--- config.mk ---
export PLATFORM = sky130hd
export DESIGN_NAME = iol_cell
export DESIGN_NICKNAME = d
export VERILOG_FILES = /design/src/rtl/core/iol_pkg.sv /design/src/rtl/core/iol_cell.sv
export SDC_FILE = /design/constraint.sdc
export NUM_CORES = 1
export LEC_CHECK = 0
export BUFFER_PORTS_ARGS = -buffer_cell sky130_fd_sc_hd__buf_4
export CAP_MARGIN = 20
export CORE_ASPECT_RATIO = 0.8
export CORE_MARGIN = 2
export CORE_UTILIZATION = 40
export DETAILED_ROUTE_END_ITERATION = 10
export GPL_TIMING_DRIVEN = 1
export PLACE_DENSITY = 0.93
export SYNTH_ARGS = -nofsm -noshare
export SYNTH_HDL_FRONTEND = slang
export SYNTH_SLANG_ARGS = --single-unit
--- constraint.sdc ---
create_clock -name clk_i -period 3.2 [get_ports clk_i]
set_clock_uncertainty 0.2 [all_clocks]
set_input_delay 0.16 -clock clk_i [delete_from_list [all_inputs] [get_ports clk_i]]
set_output_delay 0.16 -clock clk_i [all_outputs]
set_load 0.005 [all_outputs]
--- src/rtl/core/iol_pkg.sv ---
// Shared types, codes and constants for the indexed ordered list unit.
`default_nettype none

package iol_pkg;

  // Fixed port field widths
  localparam int unsigned ModeWidth     = 3;
  localparam int unsigned PositionWidth = 5;
  localparam int unsigned ValueWidth    = 32;
  localparam int unsigned DataWidth     = 32;
  localparam int unsigned FoundWidth    = 4;
  localparam int unsigned StatusWidth   = 2;
  localparam int unsigned CountWidth    = 5;

  // Default storage configuration
  localparam int unsigned DefaultCapacity  = 16;
  localparam int unsigned DefaultDataWidth = 32;

  // Operation codes
  typedef enum logic [ModeWidth-1:0] {
    MODE_INSERT    = 3'd0,
    MODE_REMOVE    = 3'd1,
    MODE_READ      = 3'd2,
    MODE_OVERWRITE = 3'd3,
    MODE_FIND      = 3'd4,
    MODE_PRED      = 3'd5,
    MODE_SUCC      = 3'd6,
    MODE_CLEAR     = 3'd7
  } mode_e;

  // Result status codes
  typedef enum logic [StatusWidth-1:0] {
    ST_OK        = 2'd0,
    ST_RANGE     = 2'd1,
    ST_NOT_FOUND = 2'd2,
    ST_FULL      = 2'd3
  } status_e;

  // Per-cell update control
  typedef struct packed {
    logic load_new;    // take the request value
    logic take_left;   // shift in from the lower position
    logic take_right;  // shift in from the higher position
  } cell_ctl_t;

endpackage

`default_nettype wire

--- src/rtl/core/iol_cell.sv ---
// One storage cell of the list: holds a value, shifts with its neighbors, compares a key.
`default_nettype none

module iol_cell
  import iol_pkg::*;
#(
  parameter int unsigned DATA_WIDTH = DefaultDataWidth
) (
  input  wire logic                  clk_i,
  input  wire cell_ctl_t             ctl_i,
  input  wire logic [DATA_WIDTH-1:0] left_i,
  input  wire logic [DATA_WIDTH-1:0] right_i,
  input  wire logic [DATA_WIDTH-1:0] new_value_i,
  input  wire logic [DATA_WIDTH-1:0] key_i,
  output      logic [DATA_WIDTH-1:0] value_o,
  output      logic                  match_o
);

  logic [DATA_WIDTH-1:0] value_q, value_d;

  // Next value: new data, neighbor shift, or hold
  always_comb begin
    value_d = value_q;
    if (ctl_i.load_new) begin
      value_d = new_value_i;
    end else if (ctl_i.take_left) begin
      value_d = left_i;
    end else if (ctl_i.take_right) begin
      value_d = right_i;
    end
  end

  // Payload only, no reset
  always_ff @(posedge clk_i) begin
    value_q <= value_d;
  end

  assign value_o = value_q;
  assign match_o = (value_q == key_i);

endmodule

`default_nettype wire

==> key figures <==
Clocking
  • Clock Sinks: 32
  • CTS Hold Bufs: 29
  • Postcts setup bufs: 0
  • H-tree levels: 2
  • Clock transition at path regs: 0.06 ns
  • Clock buffer depth: 2
  • Gates resized, CTS repair: 0
  • CTS buffer count: 5
  • Root Buffer: clkbuf_8
  • CTS tree: yes

STA
  • Final setup fails: 0
  • Sum Neg Setup Slack: 0 ns
  • Post-layout minimum cycle time: roughly 2.2 ns
  • Relative slew margins: 52.4%
  • Slew Viols, Final: 0
  • Setup WS post-layout: 1.05 ns
  • Worst-Margin Slew: 0.714 ns
  • Fin crit share: 67.2%
  • Fmax: 0.465 GHz
  • RSZ-0062 raised after global routing: no
  • Fin. Hold Viols: 0

Detailed routing
  • WL/cell: between 15 and 20 um
  • DR pass1 iterations: 4
  • Routed Antenna Nets: 0
  • Via density: 4.93
  • DRC errors left: 0
  • Detailed Route Iter0 Violations: 72
  • WL final: 6.62 mm
  • DR vias: 2141

Final layout
  • Share of cells above drive strength 1: 46.0%
  • Fillers: about 320
  • Layout Cell Area excl Fill: 3620 um2
  • Largest register FFs: 32
  • Nets: about 510
  • P&R area growth vs syn: 82.2%
  • Diode count: 0
  • Post-layout util: between 70 and 80%

Yosys
  • Syn Inst Count: between 150 and 200
  • Post-synth top cells: edfxtp_1, mux2i_1, nand2_1, o21ai_0, xor2_1
  • Dominant synthesized flop cell: edfxtp_1
  • Synthesized cell area: 1980 um2
  • #FFs+latches synth: 32
  • Largest cells by area after synthesis: edfxtp_1, mux2i_1, xor2_1
  • Count of cell types in the netlist: 13
  • Mapped Nets: between 300 and 400
  • Register area share after synthesis: 48.4%
  • Dominant cell type by area after synthesis: edfxtp_1
  • Warnings, synthesis: 0
  • Top-area cell type share of the netlist area: about half
  • Post-synth EDFFs: 32
  • Async S/R FF share, synth: 0%
  • Syn Area/Cell: 10.8 um2

Floorplan
  • Initial Util: a little over two fifths
  • Die area: 5540 um2
  • Die height: 67 um
  • Core area: 4680 um2
  • Num rows: 22
  • Ports: 165
  • Die W: 82.8 um

Placed design
  • HPWL Detailed: 4.69 mm
  • RD Place Congestion: 0.704
  • Port bufs: 164
  • Setup WS pre-CTS: 1.18 ns
  • Area after DPL: about 3200 um2

GRT
  • Vias in the first global route: 2164
  • GRT overflow: 0
  • First-pass GRT wire length: 9.43 mm
  • Initial antenna violation count: 0
  • Largest net degree at the start of global routing: 66
  • GRT Total Usage: between 20% and 30%

Job
  • Maxcap violations: 0

Worst setup path
  • Critical Path Source Type: flip-flop
  • CP Capture Type: output pin
  • Crit path kind: reg -> out
  • CP Data Arrival Time: 1.79 ns
  • Crit Path Max Fanout: 2
  • CP required: 2.84 ns

Power and ir drop
  • Overall Power: approximately 1.2 mW
  • P_leak: 1.75 nW
  • Max IR drop VDD: 312 uV
  • Pwr Density: 333 nW/um2

Min path
  • Hold WC Path Type: in -> reg

Outcome
  • Outcome: complete, no violations
-- path summary, 6_finish.rpt --
| check | startpoint | end | slack [ns] | cells past startpoint |
|---|---|---|---|---|
| worst min-delay path | new_value_i[23] | value_o[23] | 0.02 | 3 |
| worst max-delay path | value_o[23] | match_o | 1.05 | 5 |
-- logic make-up (layout without fill, tap and decap cells) --
kind of cell	count (synthesis)	after routing	share of synthesized area, %
simple gates	44	44	9.71
compound gates	32	32	8.07
xor+xnor	32	32	14.1
mux	32	32	16.1
flops	32	32	48.4
buf+inv	11	202	3.53
-- where the power goes --
part / internal [mW] / switching [mW] / leakage, nW / total, mW
Clock: 0.148 / 0.134 / 0.0410 / 0.281
Combinational: 0.237 / 0.132 / 1.37 / 0.369
Sequential: 0.520 / 0.0352 / 0.338 / 0.555
Total: 0.905 / 0.301 / 1.75 / 1.21
-- final cells by class --
type / instances / area (um2) / share of cell area [%]
Sequential cell: 32 / 961 / 26.6
Multi-Input combinational cell: 140 / 953 / 26.4
Tap cell: 60 / 75.1 / 2.08
Timing Repair Buffer: 195 / 1550 / 42.8
Clock inverter: 1 / 5.00 / 0.138
Clock buffer: 6 / 72.6 / 2.01
-- critical path: stages (launching register included) --
cell	delay (ns)
edfxtp_1	0.40
xor2_1	0.16
nor4_1	0.40
nand4_1	0.23
nor2_1	0.20
buf_4	0.14
-- cell usage in the layout (no fill, tap or decap) --
cell           count
buf_4            165
mux2i_1           32
nand2_1           32
o21ai_0           32
xor2_1            32
edfxtp_1          32
dlygate4sd3_1     29
nor4_1             8
clkbuf_8           5
nand4_1            2
or3_1              1
nor2_1             1
clkinv_2           1
clkbuf_1           1
buf_12             1
-- metal layers --
metal / track usage, % / part of all wire [%] / wire, um / up-vias
met5: 0 / 0 / 0 / -
met4: 8.20 / 2.1 / 137 / 0
met3: 6.64 / 8.7 / 574 / 12
met2: 47.4 / 55 / 3640 / 119
met1: 21.6 / 34 / 2260 / 972
li1: - / - / - / 1038
-- stage by stage --
step                      hold WS, ns  cells
after global routing           0.0266    434
after detailed placement        0.242    398
after global placement          0.241    398
after CTS                     0.00689    434
after floorplan                 0.147    183
final                          0.0215    434
Note: power is estimated with default switching activity, not from simulation.
